$ cat config.mk
export PLATFORM = sky130hd
export DESIGN_NAME = epoch_seconds_to_civil_time_top
export DESIGN_NICKNAME = d
export VERILOG_FILES = /design/src/hdl/ecct_pkg.sv /design/src/hdl/ecct_datapath.sv /design/src/hdl/epoch_seconds_to_civil_time_top.sv
export SDC_FILE = /design/constraint.sdc
export NUM_CORES = 2
export LEC_CHECK = 0
export ABC_CLOCK_PERIOD_IN_PS = 10200
export BUFFER_PORTS_ARGS = -buffer_cell sky130_fd_sc_hd__buf_2
export CORE_MARGIN = 8
export CORE_UTILIZATION = 55
export CTS_CLUSTER_DIAMETER = 80
export DETAILED_ROUTE_END_ITERATION = 8
export GPL_ROUTABILITY_DRIVEN = 0
export GPL_TIMING_DRIVEN = 0
export PLACE_DENSITY = 0.71
export SETUP_SLACK_MARGIN = 0.3
export SLEW_MARGIN = 20
export SYNTH_ARGS = -nofsm -noshare
export SYNTH_HDL_FRONTEND = slang
export SYNTH_SLANG_ARGS = --single-unit
$ cat constraint.sdc
create_clock -name clock -period 10.2 [get_ports clock]
set_input_delay 0 -clock clock [delete_from_list [all_inputs] [get_ports clock]]
set_output_delay 0 -clock clock [all_outputs]
set_load 0.02 [all_outputs]
$ cat src/hdl/ecct_pkg.sv
// shared constants, types and tables for the epoch seconds to civil time converter
`default_nettype none
package ecct_pkg;

   localparam int ECCT_STAGES = 9;

   // seconds from 1600-03-01 to 1970-01-01, keeps the shifted count positive
   localparam logic [33:0] DAY_BIAS_SEC = 34'd11670912000;

   // reciprocals for constant division, exact over the operand ranges used
   localparam logic [27:0] M_DAY     = 28'd203613265;  // 1/675 at shift 37
   localparam int          S_DAY     = 37;
   localparam logic [16:0] SEC_DAY   = 17'd86400;
   localparam logic [17:0] DAYS_ERA  = 18'd146097;
   localparam logic [17:0] M_HOUR    = 18'd149131;     // 1/3600 at shift 29
   localparam logic [11:0] SEC_HOUR  = 12'd3600;
   localparam logic [12:0] M_MIN     = 13'd4370;       // 1/60 at shift 18
   localparam logic [18:0] M_1460    = 19'd367720;     // 1/1460 at shift 29
   localparam logic [18:0] M_365     = 19'd367720;     // 1/365 at shift 27
   localparam logic [11:0] M_153     = 12'd3427;       // 1/153 at shift 19

   localparam logic [17:0] DAYS_CENT  = 18'd36524;
   localparam logic [17:0] DAYS_ERA_M = 18'd146096;

   localparam logic [10:0] YEAR_BASE = 11'd1600;
   localparam logic [10:0] ERA_YEARS = 11'd400;

   typedef struct packed {
      logic [ECCT_STAGES-1:0] load;
   } ecct_adv_type;

   // first day of each month counted from march
   function automatic logic [8:0] month_start(input logic [3:0] mp);
      logic [8:0] r;
      unique case (mp)
         4'd0:    r = 9'd0;
         4'd1:    r = 9'd31;
         4'd2:    r = 9'd61;
         4'd3:    r = 9'd92;
         4'd4:    r = 9'd122;
         4'd5:    r = 9'd153;
         4'd6:    r = 9'd184;
         4'd7:    r = 9'd214;
         4'd8:    r = 9'd245;
         4'd9:    r = 9'd275;
         4'd10:   r = 9'd306;
         4'd11:   r = 9'd337;
         default: r = 9'd0;
      endcase
      return r;
   endfunction

endpackage
`default_nettype wire

$ cat src/hdl/ecct_datapath.sv
// pipelined arithmetic from epoch seconds and offset to date and time of day
`default_nettype none
module ecct_datapath (
   input  logic                 clock,
   input  ecct_pkg::ecct_adv_type adv,
   input  logic [31:0]          in_utc_seconds,
   input  logic [16:0]          in_offset,
   output logic [10:0]          out_year,
   output logic [3:0]           out_month,
   output logic [4:0]           out_day,
   output logic [4:0]           out_hour,
   output logic [5:0]           out_minute,
   output logic [5:0]           out_second
);
   import ecct_pkg::*;

   // stage 0: shifted seconds
   logic [33:0] s0_u_ff, s0_u_in;
   // stage 1: day number
   logic [54:0] s1_prod;
   logic [17:0] s1_z_ff, s1_z_in;
   logic [16:0] s1_ulo_ff;
   // stage 2: time of day, day of era
   logic [34:0] s2_zsec;
   logic [16:0] s2_rem_ff, s2_rem_in;
   logic [17:0] s2_doe_ff, s2_doe_in;
   logic        s2_era_ff, s2_era_in;
   // stage 3
   logic [34:0] s3_hprod;
   logic [36:0] s3_nprod;
   logic [4:0]  s3_hour_ff;
   logic [6:0]  s3_n1460_ff;
   logic [2:0]  s3_ncent_ff, s3_ncent_in;
   logic        s3_last_ff;
   logic [16:0] s3_rem_ff;
   logic [17:0] s3_doe_ff;
   logic        s3_era_ff;
   // stage 4
   logic [16:0] s4_hsec;
   logic [11:0] s4_r2_ff, s4_r2_in;
   logic [17:0] s4_ynum_ff, s4_ynum_in;
   logic [4:0]  s4_hour_ff;
   logic [17:0] s4_doe_ff;
   logic        s4_era_ff;
   // stage 5
   logic [24:0] s5_mprod;
   logic [36:0] s5_yprod;
   logic [5:0]  s5_min_ff;
   logic [8:0]  s5_yoe_ff;
   logic [11:0] s5_r2_ff;
   logic [4:0]  s5_hour_ff;
   logic [17:0] s5_doe_ff;
   logic        s5_era_ff;
   // stage 6
   logic [11:0] s6_msec;
   logic [1:0]  s6_ycent;
   logic [17:0] s6_ystart;
   logic [17:0] s6_doy_full;
   logic [5:0]  s6_sec_ff, s6_sec_in;
   logic [8:0]  s6_doy_ff;
   logic [8:0]  s6_yoe_ff;
   logic [5:0]  s6_min_ff;
   logic [4:0]  s6_hour_ff;
   logic        s6_era_ff;
   // stage 7
   logic [10:0] s7_num;
   logic [22:0] s7_pprod;
   logic [3:0]  s7_mp_ff;
   logic [8:0]  s7_doy_ff;
   logic [8:0]  s7_yoe_ff;
   logic [5:0]  s7_sec_ff;
   logic [5:0]  s7_min_ff;
   logic [4:0]  s7_hour_ff;
   logic        s7_era_ff;
   // stage 8: output
   logic [3:0]  s8_month;
   logic [10:0] s8_year_ff, s8_year_in;
   logic [3:0]  s8_month_ff;
   logic [4:0]  s8_day_ff, s8_day_in;
   logic [4:0]  s8_hour_ff;
   logic [5:0]  s8_min_ff;
   logic [5:0]  s8_sec_ff;

   assign s0_u_in = {{2{in_utc_seconds[31]}}, in_utc_seconds}
                  + {{17{in_offset[16]}}, in_offset}
                  + DAY_BIAS_SEC;

   assign s1_prod = 55'(s0_u_ff[33:7]) * 55'(M_DAY);
   assign s1_z_in = s1_prod[S_DAY+17:S_DAY];

   assign s2_zsec   = 35'(s1_z_ff) * 35'(SEC_DAY);
   assign s2_rem_in = s1_ulo_ff - s2_zsec[16:0];
   assign s2_era_in = (s1_z_ff >= DAYS_ERA);
   assign s2_doe_in = s2_era_in ? (s1_z_ff - DAYS_ERA) : s1_z_ff;

   assign s3_hprod = 35'(s2_rem_ff) * 35'(M_HOUR);
   assign s3_nprod = 37'(s2_doe_ff) * 37'(M_1460);
   assign s3_ncent_in = 3'(s2_doe_ff >= DAYS_CENT)
                      + 3'(s2_doe_ff >= 18'(2 * DAYS_CENT))
                      + 3'(s2_doe_ff >= 18'(3 * DAYS_CENT))
                      + 3'(s2_doe_ff >= DAYS_ERA_M);

   assign s4_hsec    = 17'(s3_hour_ff) * 17'(SEC_HOUR);
   assign s4_r2_in   = 12'(s3_rem_ff - s4_hsec);
   assign s4_ynum_in = s3_doe_ff - 18'(s3_n1460_ff) + 18'(s3_ncent_ff)
                     - 18'(s3_last_ff);

   assign s5_mprod = 25'(s4_r2_ff) * 25'(M_MIN);
   assign s5_yprod = 37'(s4_ynum_ff) * 37'(M_365);

   assign s6_msec  = 12'(s5_min_ff) * 12'd60;
   assign s6_sec_in = 6'(s5_r2_ff - s6_msec);
   assign s6_ycent = 2'(s5_yoe_ff >= 9'd100) + 2'(s5_yoe_ff >= 9'd200)
                   + 2'(s5_yoe_ff >= 9'd300);
   assign s6_ystart = 18'(s5_yoe_ff) * 18'd365 + 18'(s5_yoe_ff[8:2]) - 18'(s6_ycent);
   assign s6_doy_full = s5_doe_ff - s6_ystart;

   assign s7_num   = 11'(s6_doy_ff) * 11'd5 + 11'd2;
   assign s7_pprod = 23'(s7_num) * 23'(M_153);

   assign s8_month   = (s7_mp_ff < 4'd10) ? (s7_mp_ff + 4'd3) : (s7_mp_ff - 4'd9);
   assign s8_day_in  = 5'(s7_doy_ff - month_start(s7_mp_ff) + 9'd1);
   assign s8_year_in = YEAR_BASE + (s7_era_ff ? ERA_YEARS : 11'd0) + 11'(s7_yoe_ff)
                     + 11'(s8_month <= 4'd2);

   always_ff @(posedge clock) begin
      if (adv.load[0]) begin
         s0_u_ff <= s0_u_in;
      end
      if (adv.load[1]) begin
         s1_z_ff   <= s1_z_in;
         s1_ulo_ff <= s0_u_ff[16:0];
      end
      if (adv.load[2]) begin
         s2_rem_ff <= s2_rem_in;
         s2_doe_ff <= s2_doe_in;
         s2_era_ff <= s2_era_in;
      end
      if (adv.load[3]) begin
         s3_hour_ff  <= s3_hprod[33:29];
         s3_n1460_ff <= s3_nprod[35:29];
         s3_ncent_ff <= s3_ncent_in;
         s3_last_ff  <= (s2_doe_ff == DAYS_ERA_M);
         s3_rem_ff   <= s2_rem_ff;
         s3_doe_ff   <= s2_doe_ff;
         s3_era_ff   <= s2_era_ff;
      end
      if (adv.load[4]) begin
         s4_r2_ff   <= s4_r2_in;
         s4_ynum_ff <= s4_ynum_in;
         s4_hour_ff <= s3_hour_ff;
         s4_doe_ff  <= s3_doe_ff;
         s4_era_ff  <= s3_era_ff;
      end
      if (adv.load[5]) begin
         s5_min_ff  <= s5_mprod[23:18];
         s5_yoe_ff  <= s5_yprod[35:27];
         s5_r2_ff   <= s4_r2_ff;
         s5_hour_ff <= s4_hour_ff;
         s5_doe_ff  <= s4_doe_ff;
         s5_era_ff  <= s4_era_ff;
      end
      if (adv.load[6]) begin
         s6_sec_ff  <= s6_sec_in;
         s6_doy_ff  <= s6_doy_full[8:0];
         s6_yoe_ff  <= s5_yoe_ff;
         s6_min_ff  <= s5_min_ff;
         s6_hour_ff <= s5_hour_ff;
         s6_era_ff  <= s5_era_ff;
      end
      if (adv.load[7]) begin
         s7_mp_ff   <= s7_pprod[22:19];
         s7_doy_ff  <= s6_doy_ff;
         s7_yoe_ff  <= s6_yoe_ff;
         s7_sec_ff  <= s6_sec_ff;
         s7_min_ff  <= s6_min_ff;
         s7_hour_ff <= s6_hour_ff;
         s7_era_ff  <= s6_era_ff;
      end
      if (adv.load[8]) begin
         s8_year_ff  <= s8_year_in;
         s8_month_ff <= s8_month;
         s8_day_ff   <= s8_day_in;
         s8_hour_ff  <= s7_hour_ff;
         s8_min_ff   <= s7_min_ff;
         s8_sec_ff   <= s7_sec_ff;
      end
   end

   assign out_year   = s8_year_ff;
   assign out_month  = s8_month_ff;
   assign out_day    = s8_day_ff;
   assign out_hour   = s8_hour_ff;
   assign out_minute = s8_min_ff;
   assign out_second = s8_sec_ff;

endmodule
`default_nettype wire

$ cat src/hdl/epoch_seconds_to_civil_time_top.sv
// top level of the epoch seconds to civil time converter: offset register and stage control
//
//  channel | ports                          | direction
//  --------+--------------------------------+----------
//  req     | req_valid req_ready req_*      | in
//  rsp     | rsp_valid rsp_ready rsp_*      | out
//  csr     | csr_wr_en csr_wr_data          | in
//
// nine register stages, one transfer per cycle sustained while rsp_ready stays high
// the multiply stages (day, hour, minute, year, month reciprocals) set the depth
// reset clears the valid bits and sets the offset to zero
// a stalled result holds; earlier stages keep filling empty slots behind it
`default_nettype none
module epoch_seconds_to_civil_time_top (
   input  logic               clock,
   input  logic               reset,
   input  logic               req_valid,
   output logic               req_ready,
   input  logic signed [31:0] req_utc_seconds,
   output logic               rsp_valid,
   input  logic               rsp_ready,
   output logic [10:0]        rsp_year,
   output logic [3:0]         rsp_month,
   output logic [4:0]         rsp_day,
   output logic [4:0]         rsp_hour,
   output logic [5:0]         rsp_minute,
   output logic [5:0]         rsp_second,
   input  logic               csr_wr_en,
   input  logic signed [16:0] csr_wr_data
);
   import ecct_pkg::*;

   logic [16:0]            offset_ff, offset_in;
   logic [ECCT_STAGES-1:0] vld_ff, vld_in;
   logic [ECCT_STAGES-1:0] take;
   ecct_adv_type           adv;

   assign offset_in = csr_wr_en ? csr_wr_data : offset_ff;

   // a stage loads when empty or when the one after it moves
   always_comb begin
      take[ECCT_STAGES-1] = !vld_ff[ECCT_STAGES-1] || rsp_ready;
      for (int i = ECCT_STAGES - 2; i >= 0; i--) begin
         take[i] = !vld_ff[i] || take[i+1];
      end
      vld_in[0] = take[0] ? req_valid : vld_ff[0];
      for (int i = 1; i < ECCT_STAGES; i++) begin
         vld_in[i] = take[i] ? vld_ff[i-1] : vld_ff[i];
      end
      adv.load = take;
   end

   always_ff @(posedge clock) begin
      if (reset) begin
         offset_ff <= '0;
         vld_ff    <= '0;
      end else begin
         offset_ff <= offset_in;
         vld_ff    <= vld_in;
      end
   end

   assign req_ready = take[0];
   assign rsp_valid = vld_ff[ECCT_STAGES-1];

   ecct_datapath u_datapath (
      .clock          (clock),
      .adv            (adv),
      .in_utc_seconds (req_utc_seconds),
      .in_offset      (offset_ff),
      .out_year       (rsp_year),
      .out_month      (rsp_month),
      .out_day        (rsp_day),
      .out_hour       (rsp_hour),
      .out_minute     (rsp_minute),
      .out_second     (rsp_second)
   );

endmodule
`default_nettype wire

==> results_dict.tcl <==
set metrics [dict create \
    status "finished, final reports clean" \
    drive_above_1_share 0.0553 \
    syn-num-nets 5848 \
    skew_ns 0.0520 \
    cts.path.max_buffers 3 \
    grt_pass1_vias 30800 \
    drt_iter0_drc 1090 \
    root_buffer "clkbuf_16" \
    syn_inst 4140 \
    ys_warn_count 0 \
    async_flop_share 0 \
    crit_path_end_kind "flip-flop" \
    gr-total-overflow 0 \
    post_cts_buffers 0 \
    maxSlewViolCount 0 \
    row_count 107 \
    drc 0 \
    setup_viol 0 \
    max_slew.worst_pin.slew_ns 1.07 \
    htreeDepth 2 \
    start_util 0.552 \
    postSynthAreaPerCell_um2 11.3 \
    place_ws_ns 2.25 \
    areaGrowthSynthToFinish_pct 8.43 \
    period_share 0.783 \
    rsz0062_at_grt "no" \
    slew_headroom 0.266 \
    clk_latency_ns 0.60 \
    crit_family "adder cells" \
    drv_cap 0 \
    grt_usage 0.193 \
    numCtsBuffers 45 \
    cp_max_fo 6 \
    worstPathRequired_ns 10.69 \
    io_pins 93 \
    period_needed_ns 7.99 \
    dieArea_um2 94700 \
    hpwl_mm 73.6 \
    first_pass_iters 7 \
    grt_pass1_wl_mm 150 \
    dp_cells 5381 \
    post_drt_wl_per_cell_um 16.2 \
    viasPerCell 5.22 \
    core_um2 84700 \
    max_stage_delay_ns 0.55 \
    wirelength_mm 88.9 \
    finalNetCount 6032 \
    die_h_um 308 \
    worst-path-buf-inv 3 \
    fin_tns_setup_ns 0 \
    crit_type "flip-flop to flip-flop" \
    dr_total_vias 28800 \
    die_w_um 308 \
    cp_data_arrival_time_ns 8.48 \
    cts_tree "built" \
    whs_ns 0.0330 \
    layoutNonFillerInstCount 5503 \
    portBuffers 90 \
    setup_slack_ns 2.21 \
    syn-cell-area_um2 46800 \
    synthFlopType "edfxtp_1" \
    hold_violations 0 \
    clkSlewWorstSetupHoldPaths_ns 0.06 \
    path_common_cell "ha_1" \
    setup.worst_path.start_class "flip-flop" \
    cts_resized 0 \
    grt_max_degree 42 \
    synth_edf_count 342 \
    synth.distinct_cells 90 \
    seq_area_frac_synth 0.233 \
    hp-class "input pin to flip-flop" \
    ys_seq_elements 373 \
    cp_slowest_cell "fa_1" \
    cts.sinks 373 \
    antenna_found_initial 1 \
    antenna_left 0 \
    fmax_mhz 125 \
]
state kept, by name, summed over array words and instances (netlist names), 7 cells and up, named ones only:
register and flops:
u_datapath.s0_u_ff 34, u_datapath.s1_z_ff 18, u_datapath.s2_doe_ff 18, u_datapath.s3_doe_ff 18
u_datapath.s4_ynum_ff 18, offset_ff 17, u_datapath.s1_ulo_ff 17, u_datapath.s2_rem_ff 17
u_datapath.s3_rem_ff 12, u_datapath.s4_r2_ff 12, u_datapath.out_year 11, u_datapath.s4_doe_ff 9
u_datapath.s5_doe_ff 9, u_datapath.s5_yoe_ff 9, u_datapath.s6_doy_ff 9, u_datapath.s6_yoe_ff 9
u_datapath.s7_yoe_ff 9, vld_ff 9, u_datapath.s3_n1460_ff 7
kinds of logic (layout without fill, tap and decap cells):
| kind of cell | Yosys count | in the layout | share of synthesized area |
|---|---|---|---|
| adders and majority gates | 1654 | 1654 | 0.531 |
| and+or+nand+nor | 451 | 451 | 0.0486 |
| buffers and inverters | 986 | 1204 | 0.0801 |
| muxes | 24 | 24 | 0.00519 |
| DFF | 373 | 373 | 0.233 |
| xor gates and xnor gates | 200 | 200 | 0.0374 |
| other | 0 | 1 | 0 |
| AOI/OAI and AO/OA | 452 | 452 | 0.0652 |
worst min-delay path, delay by kind of cell:
family / cells / cell delay (ns)
xor gates and xnor gates: 2 / 0.26
adders and majority gates: 1 / 0.17
buffers and inverters: 1 / 0.08
cells in the final DEF (no fill, tap or decap), types with 40 or more instances in the layout:
cell type,synthesis,routed
a21oi_1,129,129
a21o_1,70,70
edfxtp_1,342,342
xor2_1,69,69
xnor2_1,131,131
buf_2,3,93
o21ai_0,78,78
ha_1,1103,1103
nand2_1,110,108
fa_1,551,551
dlygate4sd3_1,0,40
nor2_1,117,117
clkbuf_16,0,45
inv_1,959,957
area by class of cell:
class	count	area, µm²
Timing Repair Buffer	137	988
Multi-Input combinational cell	2781	32200
Sequential cell	373	10900
Buffer	25	139
Antenna cell	1	2.50
Inverter	961	3610
Clock buffer	54	1210
Fill cell	6871	34000
Clock inverter	27	295
Tap cell	1144	1430
path summary, 6_finish.rpt:
kind | start | to | slack, ns | depth (start not counted)
hold / removal | req_utc_seconds[30] | u_datapath.s0_u_ff[30]$_DFFE_PP_ | 0.03 | 4
setup reg to reg | u_datapath.s6_doy_ff[1]$_DFFE_PP_ | flip-flop | 2.21 | 33
hold reg to reg | u_datapath.s5_hour_ff[1]$_DFFE_PP_ | u_datapath.s6_hour_ff[1]$_DFFE_PP_ | 0.41 | 0
setup / recovery | u_datapath.s6_doy_ff[1]$_DFFE_PP_ | flip-flop | 2.21 | 33
synthesized netlist by cell type, types with 4 or more instances:
library cell / instances / area (µm²)
ha_1: 1103 / 13800
inv_1: 959 / 3600
fa_1: 551 / 11000
edfxtp_1: 342 / 10300
xnor2_1: 131 / 1150
a21oi_1: 129 / 646
nor2_1: 117 / 439
nand2_1: 110 / 413
o21ai_0: 78 / 390
a21o_1: 70 / 526
xor2_1: 69 / 604
nand3_1: 39 / 195
nor3_1: 33 / 165
dfxtp_1: 31 / 621
nor2b_1: 24 / 150
mux2i_1: 22 / 220
nand4_1: 22 / 138
o21a_1: 21 / 158
and3_1: 18 / 113
nand2b_1: 17 / 106
a31oi_1: 16 / 100
clkbuf_1: 15 / 56.3
o211ai_1: 14 / 105
a211oi_1: 13 / 97.6
or2_2: 12 / 75.1
o21bai_1: 11 / 82.6
and2_1: 10 / 62.6
nor4_1: 10 / 62.6
a211o_1: 9 / 78.8
a21boi_0: 9 / 67.6
o2111ai_1: 8 / 70.1
and4_1: 7 / 61.3
a31o_2: 6 / 52.6
a2111oi_0: 5 / 43.8
a21oi_2: 5 / 43.8
a311oi_1: 5 / 43.8
a41oi_1: 5 / 43.8
buf_6: 5 / 56.3
nand3b_1: 5 / 37.5
o31ai_1: 4 / 30.0
or3_1: 4 / 25.0
through the flow:
stage               utilization  area, µm²
finish                    0.599      50700
global route              0.599      50700
CTS                       0.599      50700
detailed placement        0.576      48800
global placement          0.574      48700
floorplan                     -      46800
layer usage:
metal / vias up / share of wire / GRT usage
met5: - / 0 / 0
met4: 0 / 0.025 / 0.0507
met3: 158 / 0.026 / 0.0199
met1: 14100 / 0.43 / 0.239
li1: 14100 / - / -
met2: 372 / 0.52 / 0.358
what timing repair did:
action                                  CTS  global route
hold buffers                             40             0
endpoints found under the setup margin    0             0
endpoints found under the hold margin    30             0
Power is left out: the tool's default activity adds up to more than one toggle a clock period on the data nets, which glitch-free logic cannot reach.
